==> src/rtl/core/mcmp_pkg.sv <==
`timescale 1ns / 1ps
// Package for the MIDI channel message parser: message kind codes, status
// nibble codes, the packed result type and the status-to-kind decode.
// Depends on nothing; used by mcmp_core and the top level.

package mcmp_pkg;

	localparam int unsigned BYTE_W = 8;
	localparam int unsigned DATA_W = 7;
	localparam int unsigned KIND_W = 3;
	localparam int unsigned CHAN_W = 4;
	localparam int unsigned OUT_TDATA_W = 32;

	// Message kind codes as reported on the output.
	localparam logic [KIND_W-1:0] KIND_NOTE_OFF   = 3'd0;
	localparam logic [KIND_W-1:0] KIND_NOTE_ON    = 3'd1;
	localparam logic [KIND_W-1:0] KIND_CTRL_CHG   = 3'd2;
	localparam logic [KIND_W-1:0] KIND_PROG_CHG   = 3'd3;
	localparam logic [KIND_W-1:0] KIND_PITCH_BEND = 3'd4;

	// High nibbles of the status bytes that select a kind.
	localparam logic [3:0] NIB_NOTE_OFF   = 4'h8;
	localparam logic [3:0] NIB_NOTE_ON    = 4'h9;
	localparam logic [3:0] NIB_CTRL_CHG   = 4'hB;
	localparam logic [3:0] NIB_PROG_CHG   = 4'hC;
	localparam logic [3:0] NIB_PITCH_BEND = 4'hE;

	// Data slot positions.
	localparam logic [1:0] SLOT_NONE   = 2'd0;
	localparam logic [1:0] SLOT_FIRST  = 2'd1;
	localparam logic [1:0] SLOT_SECOND = 2'd2;

	// One finished message, last field in the lowest bits.
	typedef struct packed {
		logic [DATA_W-1:0] second_data;
		logic [DATA_W-1:0] first_data;
		logic [BYTE_W-1:0] status_value;
		logic [CHAN_W-1:0] msg_channel;
		logic [KIND_W-1:0] msg_kind;
	} msg_t;

	// Result of decoding a status byte's high nibble.
	typedef struct packed {
		logic              known;
		logic [KIND_W-1:0] kind;
	} kind_dec_t;

	function automatic kind_dec_t decode_kind(input logic [3:0] nib);
		kind_dec_t d;
		d.known = 1'b1;
		d.kind  = KIND_NOTE_OFF;
		unique case (nib)
			NIB_NOTE_OFF:   d.kind = KIND_NOTE_OFF;
			NIB_NOTE_ON:    d.kind = KIND_NOTE_ON;
			NIB_CTRL_CHG:   d.kind = KIND_CTRL_CHG;
			NIB_PROG_CHG:   d.kind = KIND_PROG_CHG;
			NIB_PITCH_BEND: d.kind = KIND_PITCH_BEND;
			default:        d.known = 1'b0;
		endcase
		return d;
	endfunction

endpackage

==> src/rtl/core/mcmp_core.sv <==
`timescale 1ns / 1ps
// Parser state and its update for one received byte.
// Depends on mcmp_pkg for codes, the message type and the kind decode.

module mcmp_core (
	input  logic                          clk,
	input  logic                          arst_n,
	input  logic                          step,
	input  logic [mcmp_pkg::BYTE_W-1:0]   rx_byte,
	output logic                          emit,
	output mcmp_pkg::msg_t                msg
);
	import mcmp_pkg::*;

	logic              kind_valid_q;
	logic [KIND_W-1:0] kind_q;
	logic [1:0]        count_q;
	logic [BYTE_W-1:0] status_q;
	logic [DATA_W-1:0] data_one_q;
	logic [DATA_W-1:0] data_two_q;

	logic              is_status;
	kind_dec_t         dec;
	logic [1:0]        count_inc;
	logic [1:0]        last_slot;
	logic [DATA_W-1:0] data_one_nxt;
	logic [DATA_W-1:0] data_two_nxt;

	assign is_status = rx_byte[BYTE_W-1];
	assign dec       = decode_kind(rx_byte[BYTE_W-1 -: 4]);
	assign count_inc = (count_q == SLOT_SECOND) ? SLOT_NONE : count_q + 2'd1;
	assign last_slot = (kind_q == KIND_PROG_CHG) ? SLOT_FIRST : SLOT_SECOND;

	assign data_one_nxt = (count_inc == SLOT_FIRST)  ? rx_byte[DATA_W-1:0] : data_one_q;
	assign data_two_nxt = (count_inc == SLOT_SECOND) ? rx_byte[DATA_W-1:0] : data_two_q;

	assign emit = !is_status && kind_valid_q && (count_inc == last_slot);

	always_comb begin
		msg.msg_kind     = kind_q;
		msg.msg_channel  = status_q[CHAN_W-1:0];
		msg.status_value = status_q;
		msg.first_data   = data_one_nxt;
		msg.second_data  = data_two_nxt;
	end

	always_ff @(posedge clk or negedge arst_n) begin
		if (!arst_n) begin
			kind_valid_q <= 1'b0;
			kind_q       <= KIND_NOTE_OFF;
			count_q      <= SLOT_NONE;
			status_q     <= '0;
			data_one_q   <= '0;
			data_two_q   <= '0;
		end else if (step) begin
			if (is_status) begin
				count_q  <= SLOT_NONE;
				status_q <= rx_byte;
				if (dec.known) begin
					kind_valid_q <= 1'b1;
					kind_q       <= dec.kind;
				end
			end else begin
				count_q    <= emit ? SLOT_NONE : count_inc;
				data_one_q <= data_one_nxt;
				data_two_q <= data_two_nxt;
			end
		end
	end

endmodule

==> src/rtl/core/midi_channel_message_parser_top.sv <==
`timescale 1ns / 1ps
// MIDI channel voice message parser with running status.
// Path: a transferred byte sits in the input register (byte stage), and its
// message is registered in the result register before it shows on m_tvalid.
// Throughput: one byte per cycle; the byte stage stalls only when a finished
// message is waiting in the result register and the sink holds m_tready low.
// Reset: arst_n clears valid flags and parser state; no kind known, nothing sent.

module midi_channel_message_parser_top (
	input  logic        clk,
	input  logic        arst_n,
	// Received byte stream. s_tdata: [7:0] rx_byte.
	input  logic        s_tvalid,
	output logic        s_tready,
	input  logic [7:0]  s_tdata,
	// Message stream. m_tdata: [2:0] msg_kind, [6:3] msg_channel,
	// [14:7] status_value, [21:15] first_data, [28:22] second_data, [31:29] zero.
	output logic        m_tvalid,
	input  logic        m_tready,
	output logic [31:0] m_tdata
);
	import mcmp_pkg::*;

	// Byte stage. It holds one received byte until the parser can take it.
	logic              byte_valid_s1;
	logic [BYTE_W-1:0] byte_s1;

	// Result register, which parts the sink's backpressure from the parser.
	logic              out_valid_q;
	msg_t              out_msg_q;

	logic              core_emit;
	msg_t              core_msg;
	logic              out_free;
	logic              advance;

	// A byte that finishes no message never needs the result register, so it
	// moves on even while the sink is stalled.
	assign out_free = !out_valid_q || m_tready;
	assign advance  = byte_valid_s1 && (!core_emit || out_free);
	assign s_tready = !byte_valid_s1 || advance;

	always_ff @(posedge clk or negedge arst_n) begin
		if (!arst_n) begin
			byte_valid_s1 <= 1'b0;
		end else if (s_tready) begin
			byte_valid_s1 <= s_tvalid;
		end
	end

	always_ff @(posedge clk) begin
		if (s_tready && s_tvalid) begin
			byte_s1 <= s_tdata;
		end
	end

	mcmp_core u_core (
		.clk     (clk),
		.arst_n  (arst_n),
		.step    (advance),
		.rx_byte (byte_s1),
		.emit    (core_emit),
		.msg     (core_msg)
	);

	always_ff @(posedge clk or negedge arst_n) begin
		if (!arst_n) begin
			out_valid_q <= 1'b0;
		end else if (advance && core_emit) begin
			out_valid_q <= 1'b1;
		end else if (m_tready) begin
			out_valid_q <= 1'b0;
		end
	end

	always_ff @(posedge clk) begin
		if (advance && core_emit) begin
			out_msg_q <= core_msg;
		end
	end

	assign m_tvalid = out_valid_q;
	assign m_tdata  = {{(OUT_TDATA_W - $bits(msg_t)){1'b0}}, out_msg_q};

endmodule

==> config.mk <==
export PLATFORM = sky130hd
export DESIGN_NAME = midi_channel_message_parser_top
export DESIGN_NICKNAME = d
export VERILOG_FILES = /design/src/rtl/core/mcmp_pkg.sv /design/src/rtl/core/mcmp_core.sv /design/src/rtl/core/midi_channel_message_parser_top.sv
export SDC_FILE = /design/constraint.sdc
export NUM_CORES = 1
export LEC_CHECK = 0
export BUFFER_PORTS_ARGS = -buffer_cell sky130_fd_sc_hd__buf_4
export CAP_MARGIN = 5
export CORE_MARGIN = 4
export CORE_UTILIZATION = 44
export DETAILED_ROUTE_END_ITERATION = 8
export PLACE_DENSITY = 0.65
export SETUP_SLACK_MARGIN = 0.05
export SLEW_MARGIN = 20
export SYNTH_ARGS = -nofsm -noshare
export SYNTH_HDL_FRONTEND = slang
export SYNTH_HIERARCHICAL = 1
export SYNTH_SLANG_ARGS = --single-unit
==> constraint.sdc <==
create_clock -name clk -period 3.4 [get_ports clk]
set_input_delay 0.85 -clock clk [delete_from_list [all_inputs] [get_ports clk]]
set_output_delay 0.85 -clock clk [all_outputs]
set_load 0.1 [all_outputs]
---- Yosys cells after proc, flatten, opt, wreduce, memory -nomap -nowiden ----
Cells that the tools add are included.
storage, ports and cells
  register bits ........................... 67
  output and inout bits ................... 34
  logic and storage cells ................. 53
operators by class
  add/subtract/negate cells ............... 1
  equality and inequality tests ........... 10
  muxes and demuxes ....................... 10
  bitwise operators ....................... 1
  reductions and logical operators ........ 17
operators with widths
  cell                   number
  $eq A4 B4 Y1 const B   5
  $mux W7                2
  $pmux W3 S4            1
  $mux W2                4
  $logic_and A1 B1 Y1    5
  $reduce_or A5 Y1       1
  $eq A2 B2 Y1 const B   2
  $logic_not A1 Y1       4
  $reduce_and A2 Y1      2
  $eq A3 B2 Y1 const B   1
  $logic_or A1 B1 Y1     3
  $mux W1                3
  $reduce_and A3 Y1      1
  $add A2 B1 Y2 const B  1
  $eq A2 B1 Y1 const B   1
  $eq A2 B2 Y1           1
  $reduce_bool A2 Y1     1
  $not A1 Y1             1

---- Longest topological paths before layout ----
Gate-level depths: netlist of the first run.
  word-level depth ........................ 9
  mapped depth ............................ 8
  mapped depth without buffers ............ 7

---- Hierarchy ----
The synthesis of the first run kept the hierarchy.
modules (own cells, without submodules)
  module                           times used  cells each  area an instance (sq um)  seq. area each (sq um)
  mcmp_core                        1           105         1370.1                    700.7
  midi_channel_message_parser_top  1           51          1243.7                    1161.1

---- Worst setup path after synthesis of the first run ----
No wires, ideal clock.
  path kind ............................... register to register
  start point ............................. register u_core.kind_q[2]
  end point ............................... register out_msg_q, in the netlist m_tdata[0], enable pin
  setup time .............................. 415 ps
  arrival ................................. 2493 ps
  required time ........................... 2985 ps
  path slack .............................. 492 ps
  cell stages (with the launch flop) ...... 6
  path buffers ............................ 0
  path through ............................ dfrtp_1 -> nand3b_1 -> xnor2_1 -> nor4_1 -> nand2_1 -> nor2_1
on the way
  word-level cells in the longest chain between the ends .. 8
RTL lines
  what                      RTL line                               text
  start: declaration        mcmp_core.sv:16                        logic [KIND_W-1:0] kind_q;
  start signal: assignment  mcmp_core.sv:61                        kind_q <= dec.kind;
  $eq A3 B2 Y1 (*)          mcmp_core.sv:32                        assign last_slot = (kind_q == KIND_PROG_CHG) ? SLOT_FIRST : SLOT_SECOND;
  $mux W2 (*)               mcmp_core.sv:32
  $eq A2 B2 Y1 (*)          mcmp_core.sv:37                        assign emit = !is_status && kind_valid_q && (count_inc == last_slot);
  $logic_and A1 B1 Y1 (*)   mcmp_core.sv:37
  named net core_emit       midi_channel_message_parser_top.sv:32  logic core_emit;
  $logic_not A1 Y1          midi_channel_message_parser_top.sv:40  assign advance = byte_valid_s1 && (!core_emit || out_free);
  $logic_or A1 B1 Y1        midi_channel_message_parser_top.sv:40
  $logic_and A1 B1 Y1       midi_channel_message_parser_top.sv:40
  $logic_and A1 B1 Y1 (*)   midi_channel_message_parser_top.sv:77  if (advance && core_emit) begin
  end signal: assignment    midi_channel_message_parser_top.sv:78  out_msg_q <= core_msg;
  end: declaration          midi_channel_message_parser_top.sv:30  msg_t out_msg_q;
Mark *: on every way through the listed nets, which the timed path passes. The rest lies on a longest branch.
A chain may end at the register's enable or synchronous reset.

---- Final worst setup path of the first run ----
  start point ............................. register u_core.kind_q[2]
  end point ............................... output s_tready
on the way
  word-level cells in the longest chain between the ends .. 8
RTL lines
  what                 RTL line                               text
  $eq A3 B2 Y1         mcmp_core.sv:32
  $mux W2              mcmp_core.sv:32
  $eq A2 B2 Y1         mcmp_core.sv:37
  $logic_and A1 B1 Y1  mcmp_core.sv:37
  named net core_emit  midi_channel_message_parser_top.sv:32
  $logic_not A1 Y1     midi_channel_message_parser_top.sv:40
  $logic_or A1 B1 Y1   midi_channel_message_parser_top.sv:40
  $logic_and A1 B1 Y1  midi_channel_message_parser_top.sv:40
  $logic_or A1 B1 Y1   midi_channel_message_parser_top.sv:41  assign s_tready = !byte_valid_s1 || advance;
  end: declaration     midi_channel_message_parser_top.sv:14  output logic s_tready,
The timed path passes the listed nets, and every way through them passes these cells.

==> impl_metrics.json, run 1 <==
{
  "clk_path_buf_depth": 2,
  "swShare_pct": 28.79,
  "rsz0062_at_grt": "no",
  "hold_viol": 0,
  "slowest_stage": "nor4_1",
  "ys_types": 34,
  "area_growth_pct": 21.35,
  "cts-htree-levels": 3,
  "ys.flop_type": "edfxtp_1",
  "clock_power_share_pct": 29.4,
  "cp_slowest_stage_delay_ns": 0.51,
  "dieWidth_um": 85.08,
  "synth_seq_cells": 67,
  "die_y_um": 85.08,
  "cts.sinks": 67,
  "arrival_ns": 2.16,
  "routed_via_density": 5.036,
  "hold_class": "primary input to asynchronous set/reset pin",
  "setup_tns_ns": 0,
  "numPlacedInstances": 261,
  "status": "completed",
  "slew_violations": 0,
  "cts_resized": 0,
  "worst_pin_slew_ns": 0.6617,
  "cp-end-kind": "output pin",
  "yosys.area_share.adder_pct": 0,
  "grt_antenna_before_repair": 0,
  "crit_chain": "nand3b_1, xnor2_1, nor4_1, nand4b_2, buf_4",
  "wl_um": 4257,
  "final_cells": 277,
  "fin_nets": 212,
  "synth_top_cells_by_area": "edfxtp_1 43%, dfrtp_1 29%, mux2_2 15%, buf_4 2.0%, nor4b_4 0.91%",
  "clkLatencyLatePin_ns": 0.33,
  "ctsHoldBuffers": 0,
  "place_hpwl_um": 2954,
  "grt_pass1_vias": 1438,
  "core_um2": 5642,
  "yosys.area_share.simple_pct": 6.175,
  "setup_viol": 0,
  "cts_tree": "yes",
  "initial_utilization_pct": 46.33,
  "pwr-share-comb_pct": 21.2,
  "synth_compound_area_share_pct": 3.686,
  "internal_power_mw": 1.558,
  "setup_ws_ns": 0.3874,
  "synth_top_family_by_area": "multiplexers",
  "first_pass_iters": 4,
  "cap_violations": 0,
  "syn_inst": 156,
  "muxShareOfSynthArea_pct": 14.65,
  "yosysWarnings": 6,
  "grt_pass1_wl_um": 7107,
  "die_area_um2": 7238,
  "pre_cts_ws_ns": 0.6236,
  "diodes": 0,
  "ant_nets": 0,
  "drtIter0Drc": 86,
  "fin_crit_ns": 3.013,
  "vias": 1395,
  "clk_pin_slew_ns": 0.06,
  "grt_max_degree": 31,
  "timing.slew.headroom_pct": 55.48,
  "crit_type": "register to output pin",
  "p_sw_mw": 0.6298,
  "skew_ns": 0.007207,
  "syn_area_um2": 2614,
  "avgSynthCellArea_um2": 16.75,
  "seqPwrFrac_pct": 49.4,
  "synthXorXnorAreaFrac_pct": 0.6702,
  "synth-seq-area-share_pct": 71.23,
  "synth_top_cell_by_area": "edfxtp_1",
  "max_freq_mhz": 331.9,
  "numCtsBuffers": 9,
  "postCtsSetupRepairBufs": 0,
  "ioPinCount": 46,
  "fp-row-count": 27,
  "vdd_ir_drop_max_v": 0.0003836,
  "drc": 0,
  "wl_per_cell_um": 15.37,
  "gr-usage-all-layers_pct": 13.11,
  "cp_top_family": "simple AND/OR/NAND/NOR gates",
  "power.leakage_nw": 1.280,
  "cts-root-buf": "clkbuf_8",
  "crit_required_ns": 2.55,
  "synthArstFlopShare_pct": 44.78,
  "drive_gt1_share_pct": 47.32,
  "synth-edff-count": 37,
  "crit_buf_inv": 1,
  "grt-ovfl-total": 0,
  "worstPathMaxFanout": 4,
  "startpoint_type": "register",
  "routabilityCongestion": 0.7578,
  "synth_top_area_share_pct": 42.51,
  "p_per_area_nw_per_um2": 689.8,
  "finalCritPeriodShare_pct": 88.61,
  "place.port_buffers": 42
}
==> metal layers <==
layer / GRT usage, % / vias up / wire [µm]
met5: 0 / - / 0
met4: 9.928 / 0 / 98
met3: 2.913 / 8 / 208
met2: 19.77 / 41 / 2077
met1: 16.40 / 693 / 1872
li1: - / 653 / -
==> state kept, by name, indices dropped and copies added (netlist names) <==
name	cells
u_core/kind_valid_q	1
u_core/data_two_q	7
m_tvalid	1
m_tdata	29
byte_valid_s1	1
u_core/count_q	2
u_core/status_q	8
byte_s1	8
u_core/data_one_q	7
u_core/kind_q	3
==> placed cells by master, fill, tap and decap left out <==
cell type  instances
buf_4             42
edfxtp_1          37
mux2_2            34
dfrtp_1           30
clkbuf_8          11
nand2_1            6
nand2b_1           3
conb_1             3
inv_1              3
nor2_2             2
a21o_1             2
clkbuf_1           2
xnor2_1            2
nor2_1             2
nand3_1            2
o21ai_0            2
nand4b_2           1
and2_1             1
nor2b_1            1
a21boi_1           1
bufinv_16          1
clkinv_2           1
clkinv_1           1
buf_12             1
inv_2              1
nand3b_1           1
nor4_1             1
nor4b_4            1
nor4_4             1
o2111a_1           1
or2_2              1
a31oi_1            1
o2bb2ai_1          1
a22o_1             1
o32ai_1            1
o31ai_1            1
a21oi_1            1
a211oi_1           1
==> Yosys cell counts, types with 2 or more instances <==
cell	number
a21o_1	2
buf_2	3
buf_4	7
clkbuf_1	2
dfrtp_1	30
edfxtp_1	37
inv_1	3
mux2_2	34
nand2_1	6
nand2b_1	3
nand3_1	2
nor2_1	3
o21ai_0	2
xnor2_1	2
==> cell type report <==
cell class                 count  area (µm²)
fill                         462        2470
sequential                    67        1862
multi-input combinational     75       671.9
timing repair buffer          43       335.3
clock buffer                  13       158.9
tap                           72       90.09
clock inverter                 3       38.79
inverter                       4       15.01
==> through the flow <==
step | power (mW) | area, µm² | util (%) | hold slack [ns]
after floorplan | 1.467 | 2621 | - | 0.4160
after global placement | 1.543 | 2974 | 52.72 | 0.4272
after detailed placement | 1.562 | 2974 | 52.72 | 0.4362
after CTS | 2.213 | 3172 | 56.22 | 0.4353
after global routing | 2.292 | 3172 | 56.22 | 0.4553
final | 2.188 | 3172 | 56.22 | 0.4380
==> power groups by stage <==
stage	Combinational (mW)	Clock [mW]	Sequential (mW)
6_report	0.464	0.643	1.08
4_1_cts	0.468	0.663	1.08
3_5_place_dp	0.465	0	1.10
5_1_grt	0.493	0.703	1.10
3_3_place_gp	0.457	0	1.09
2_1_floorplan	0.228	0	1.24
==> path summary, 6_finish.rpt <==
| kind | depth (start not counted) | slack [ns] | start | endpoint |
|---|---|---|---|---|
| hold / removal | 1 | 0.44 | arst_n | u_core/data_two_q[5] |
| hold reg to reg | 0 | 0.45 | u_core/status_q[4] | m_tdata[11] |
| setup reg to reg | 7 | 0.65 | u_core/kind_q[2] | u_core/data_two_q[1] |
| setup / recovery | 5 | 0.39 | u_core/kind_q[2] | s_tready |
| min in group clk | 0 | 0.45 | u_core/status_q[4] | m_tdata[11] |
| max in group asynchronous | 1 | 2.68 | arst_n | u_core/status_q[3] |
==> kinds of logic after synthesis <==
group / Yosys count
compound gates: 13
xor+xnor: 2
buf+inv: 16
flops: 67
mux: 34
other cells: 1
simple gates: 23
(Power assumes the default switching activity.)
==> run 2: changes to the inputs <==
--- a/config.mk
+++ b/config.mk
@@ -11,6 +11,7 @@
 export CORE_UTILIZATION = 44
 export DETAILED_ROUTE_END_ITERATION = 8
 export PLACE_DENSITY = 0.65
+export RECOVER_POWER = 100
 export SETUP_SLACK_MARGIN = 0.05
 export SLEW_MARGIN = 20
 export SYNTH_ARGS = -nofsm -noshare
==> impl_metrics.json, run 2 (synthesized netlist as in run 1, its figures left out) <==
{
  "status": "finished, violations left",
  "violations": "max-capacitance violations, max-slew violations",
  "cts_tree": "yes",
  "routed_via_density": 5.051,
  "p_per_area_nw_per_um2": 715.3,
  "cts.sinks": 67,
  "ctsHoldBuffers": 0,
  "drc": 0,
  "fin_crit_ns": 3.061,
  "cts-root-buf": "clkbuf_8",
  "wl_per_cell_um": 15.61,
  "setup_viol": 0,
  "setup_ws_ns": 0.3394,
  "largest_reg_flops": 29,
  "drive_gt1_share_pct": 30.24,
  "cts-htree-levels": 3,
  "worstPathMaxFanout": 4,
  "ant_nets": 0,
  "numCtsBuffers": 9,
  "cap_violations": 1,
  "die_area_um2": 7238,
  "crit_required_ns": 2.55,
  "hold_class": "register to register",
  "slew_violations": 31,
  "rsz0062_at_grt": "no",
  "fin_nets": 212,
  "cp-end-kind": "output pin",
  "grt-ovfl-total": 0,
  "first_pass_iters": 4,
  "skew_ns": 0.007486,
  "clkLatencyLatePin_ns": 0.33,
  "final_cell_mix": "37 x edfxtp_1, 33 x clkbuf_1, 32 x mux2_2",
  "final_common_cell": "edfxtp_1",
  "grt_max_degree": 31,
  "core_um2": 5642,
  "clk_pin_slew_ns": 0.07,
  "crit_chain": "nand3b_1, xnor2_1, nor4_1, nand4b_2, buf_2",
  "max_freq_mhz": 326.7,
  "arrival_ns": 2.21,
  "area_growth_pct": 15.37,
  "drtIter0Drc": 81,
  "die_y_um": 85.08,
  "cp_top_family": "simple AND/OR/NAND/NOR gates",
  "cts_resized": 0,
  "fp-row-count": 27,
  "initial_utilization_pct": 46.33,
  "clk_path_buf_depth": 2,
  "place.port_buffers": 42,
  "crit_type": "register to output pin",
  "power.leakage_nw": 1.156,
  "finalCritPeriodShare_pct": 90.02,
  "place_hpwl_um": 2954,
  "grt_pass1_vias": 1438,
  "dieWidth_um": 85.08,
  "cp_slowest_stage_delay_ns": 0.51,
  "grt_antenna_before_repair": 0,
  "postCtsSetupRepairBufs": 0,
  "crit_buf_inv": 1,
  "wl_um": 4323,
  "timing.slew.headroom_pct": -5.588,
  "ioPinCount": 46,
  "grt_pass1_wl_um": 7107,
  "worst_pin_slew_ns": 1.584,
  "vias": 1399,
  "whs_ns": 0.4481,
  "slowest_stage": "nor4_1",
  "setup_tns_ns": 0,
  "fillers": 493,
  "vdd_ir_drop_max_v": 0.0003820,
  "pre_cts_ws_ns": 0.6236,
  "gr-usage-all-layers_pct": 13.11,
  "diodes": 0,
  "hold_viol": 0,
  "startpoint_type": "register",
  "routabilityCongestion": 0.7578
}
-- run 2: cell types whose count changed in the layout (fill, tap and decap cells not counted), sizes merged --
cell    before  now
buf         43    3
clkbuf      13   53
-- run 2: path summary, 6_finish.rpt --
check                                   start                    to  slack, ns  cells after the start
max                          u_core/kind_q[2]              s_tready       0.34                      5
min                        u_core/status_q[4]           m_tdata[11]       0.45                      0
max reg2reg                  u_core/kind_q[2]           m_tdata[20]       0.41                      6
min reg2reg                u_core/status_q[4]           m_tdata[11]       0.45                      0
max in group asynchronous              arst_n    u_core/status_q[0]       1.57                      1
min in group asynchronous              arst_n  u_core/data_two_q[5]       0.91                      1
-- run 2: worst reg2reg max path: stages (launching register included) --
cell and delay [ns]:
dfrtp_1 0.41, nand3b_1 0.25, xnor2_1 0.18, nor4_1 0.51, nand2_1 0.11, nor2_1 0.59, clkbuf_2 0.56
-- run 2: through the flow --
| stage | util, % | power [mW] | cell area [µm²] | instances |
|---|---|---|---|---|
| after CTS | 56.22 | 2.213 | 3172 | 277 |
| after global placement | 52.72 | 1.543 | 2974 | 261 |
| after detailed placement | 52.72 | 1.562 | 2974 | 261 |
| after floorplan | - | 1.467 | 2621 | 158 |
| final | 53.45 | 2.157 | 3015 | 277 |
| after global routing | 53.45 | 2.261 | 3015 | 277 |
-- run 2: routing by layer --
layer	GRT usage (%)	vias up	part of all wire, %
met4	9.928	0	2.3
met3	2.913	8	5.3
met5	0	-	0
met1	16.40	697	45
li1	-	653	-
met2	19.77	41	48
-- run 2: layout make-up --
type / instances / area, µm² / area share (%)
multi-input combinational: 75 / 649.4 / 21.54
inverter: 4 / 15.01 / 0.4979
tap: 72 / 90.09 / 2.988
clock inverter: 3 / 38.79 / 1.286
sequential: 67 / 1862 / 61.74
timing repair buffer: 43 / 201.4 / 6.680
clock buffer: 13 / 158.9 / 5.270
-- run 2: report_power, final --
group / internal (mW) / switching, mW
logic: 0.146 / 0.288
registers: 1.01 / 0.0710
clock network: 0.376 / 0.268
total: 1.53 / 0.627
==> run 3: changes to the inputs <==
--- a/config.mk
+++ b/config.mk
@@ -6,11 +6,11 @@
 export NUM_CORES = 1
 export LEC_CHECK = 0
 export BUFFER_PORTS_ARGS = -buffer_cell sky130_fd_sc_hd__buf_4
-export CAP_MARGIN = 5
+export CAP_MARGIN = 20
 export CORE_MARGIN = 4
-export CORE_UTILIZATION = 44
+export CORE_UTILIZATION = 55
 export DETAILED_ROUTE_END_ITERATION = 8
-export PLACE_DENSITY = 0.65
+export PLACE_DENSITY = 0.79
 export RECOVER_POWER = 100
 export SETUP_SLACK_MARGIN = 0.05
 export SLEW_MARGIN = 20
==> impl_metrics.json, run 3 (synthesized netlist as in run 1, its figures left out) <==
{
  "max_freq_mhz": 326.8,
  "routed_via_density": 5.473,
  "cp_slowest_stage_delay_ns": 0.82,
  "worstPathMaxFanout": 9,
  "slew_violations": 31,
  "arrival_ns": 3.27,
  "reg2reg_slack_ns": 0.34,
  "worst_pin_slew_ns": 1.540,
  "drive_gt1_share_pct": 29.61,
  "final_cell_mix": "37 x edfxtp_1, 36 x clkbuf_1, 34 x mux2_2",
  "ioPinCount": 46,
  "place_hpwl_um": 2993,
  "wl_per_cell_um": 16.68,
  "numCtsBuffers": 9,
  "vdd_ir_drop_max_v": 0.0004779,
  "grt_pass1_wl_um": 7107,
  "slowest_stage": "nor4b_2",
  "cts-root-buf": "clkbuf_8",
  "hold_viol": 0,
  "gr-usage-all-layers_pct": 15.67,
  "die_area_um2": 5919,
  "startpoint_type": "register",
  "whs_ns": 0.4499,
  "cp-end-kind": "register",
  "largest_reg_flops": 29,
  "cts_resized": 0,
  "area_growth_pct": 13.12,
  "setup_viol": 0,
  "fp-row-count": 24,
  "core_um2": 4474,
  "cts-htree-levels": 3,
  "hold_class": "register to register",
  "clk_pin_slew_ns": 0.06,
  "status": "finished, violations left",
  "grt_pass1_vias": 1458,
  "initial_utilization_pct": 58.42,
  "finalCritPeriodShare_pct": 90.00,
  "skew_ns": 0.008050,
  "rsz0062_at_grt": "no",
  "timing.slew.headroom_pct": -2.681,
  "ctsHoldBuffers": 0,
  "final_common_cell": "edfxtp_1",
  "first_pass_iters": 4,
  "grt-ovfl-total": 0,
  "crit_chain": "nand3b_1, xnor2_1, nor4_1, a21boi_0, nor4b_2, mux2_2",
  "ant_nets": 0,
  "place.port_buffers": 42,
  "cts_tree": "yes",
  "violations": "max-capacitance violations, max-slew violations",
  "grt_max_degree": 31,
  "crit_buf_inv": 0,
  "clk_path_buf_depth": 2,
  "dieWidth_um": 76.94,
  "crit_type": "register to register",
  "grt_antenna_before_repair": 0,
  "routabilityCongestion": 0.8409,
  "postCtsSetupRepairBufs": 0,
  "wl_um": 4304,
  "drc": 0,
  "vias": 1412,
  "clkLatencyLatePin_ns": 0.33,
  "cts.sinks": 67,
  "diodes": 0,
  "fin_nets": 213,
  "crit_required_ns": 3.61,
  "power.leakage_nw": 1.132,
  "p_per_area_nw_per_um2": 691.9,
  "cap_violations": 1,
  "fin_crit_ns": 3.060,
  "die_y_um": 76.94,
  "setup_tns_ns": 0,
  "drtIter0Drc": 66,
  "cp_top_family": "simple AND/OR/NAND/NOR gates"
}
==> run 3: cell types whose count changed in the layout (fill, tap and decap cells not counted), sizes merged <==
cell / change
clkinv: +2
bufinv: -1
==> run 3: cell type report <==
| type | count | area [µm²] |
|---|---|---|
| inverter | 4 | 15.01 |
| multi-input combinational | 75 | 658.1 |
| sequential | 67 | 1862 |
| clock buffer | 12 | 135.1 |
| tap | 52 | 65.06 |
| clock inverter | 4 | 17.52 |
| timing repair buffer | 44 | 203.9 |
| fill | 346 | 1518 |
==> run 3: where the power goes <==
| part | switching, mW | internal, mW | total, mW |
|---|---|---|---|
| Sequential | 0.0727 | 1.01 | 1.08 |
| Combinational | 0.290 | 0.149 | 0.439 |
| Clock | 0.267 | 0.258 | 0.525 |
| Total | 0.630 | 1.42 | 2.05 |
==> run 3: through the flow <==
step	instances	area (µm²)	setup slack [ns]	power, mW	utilization, %
3_5_place_dp	242	2944	0.6624	1.563	65.80
2_1_floorplan	158	2621	0.4923	1.467	-
6_report	258	2957	0.3400	2.046	66.08
5_1_grt	258	2957	0.1567	2.142	66.08
4_1_cts	258	3097	0.3717	2.092	69.21
3_3_place_gp	242	2944	0.7887	1.538	65.80
==> run 3: path summary, 6_finish.rpt <==
kind,from,to,cells after the start
worst max-delay path,u_core/kind_q[2],u_core/data_one_q[6],6
worst max register to register,u_core/kind_q[2],u_core/data_one_q[6],6
worst min-delay path,u_core/status_q[6],m_tdata[13],0
max in group asynchronous,arst_n,u_core/status_q[4],1
worst min register to register,u_core/status_q[6],m_tdata[13],0
min in group asynchronous,arst_n,u_core/data_two_q[1],1
==> run 3: per-layer routing <==
layer	global-route usage, %	vias to the layer above	part of all wire, %
met1	17.69	708	41
li1	-	651	-
met3	6.323	5	6.7
met5	0	-	0
met4	7.065	0	1.3
met2	26.05	48	51
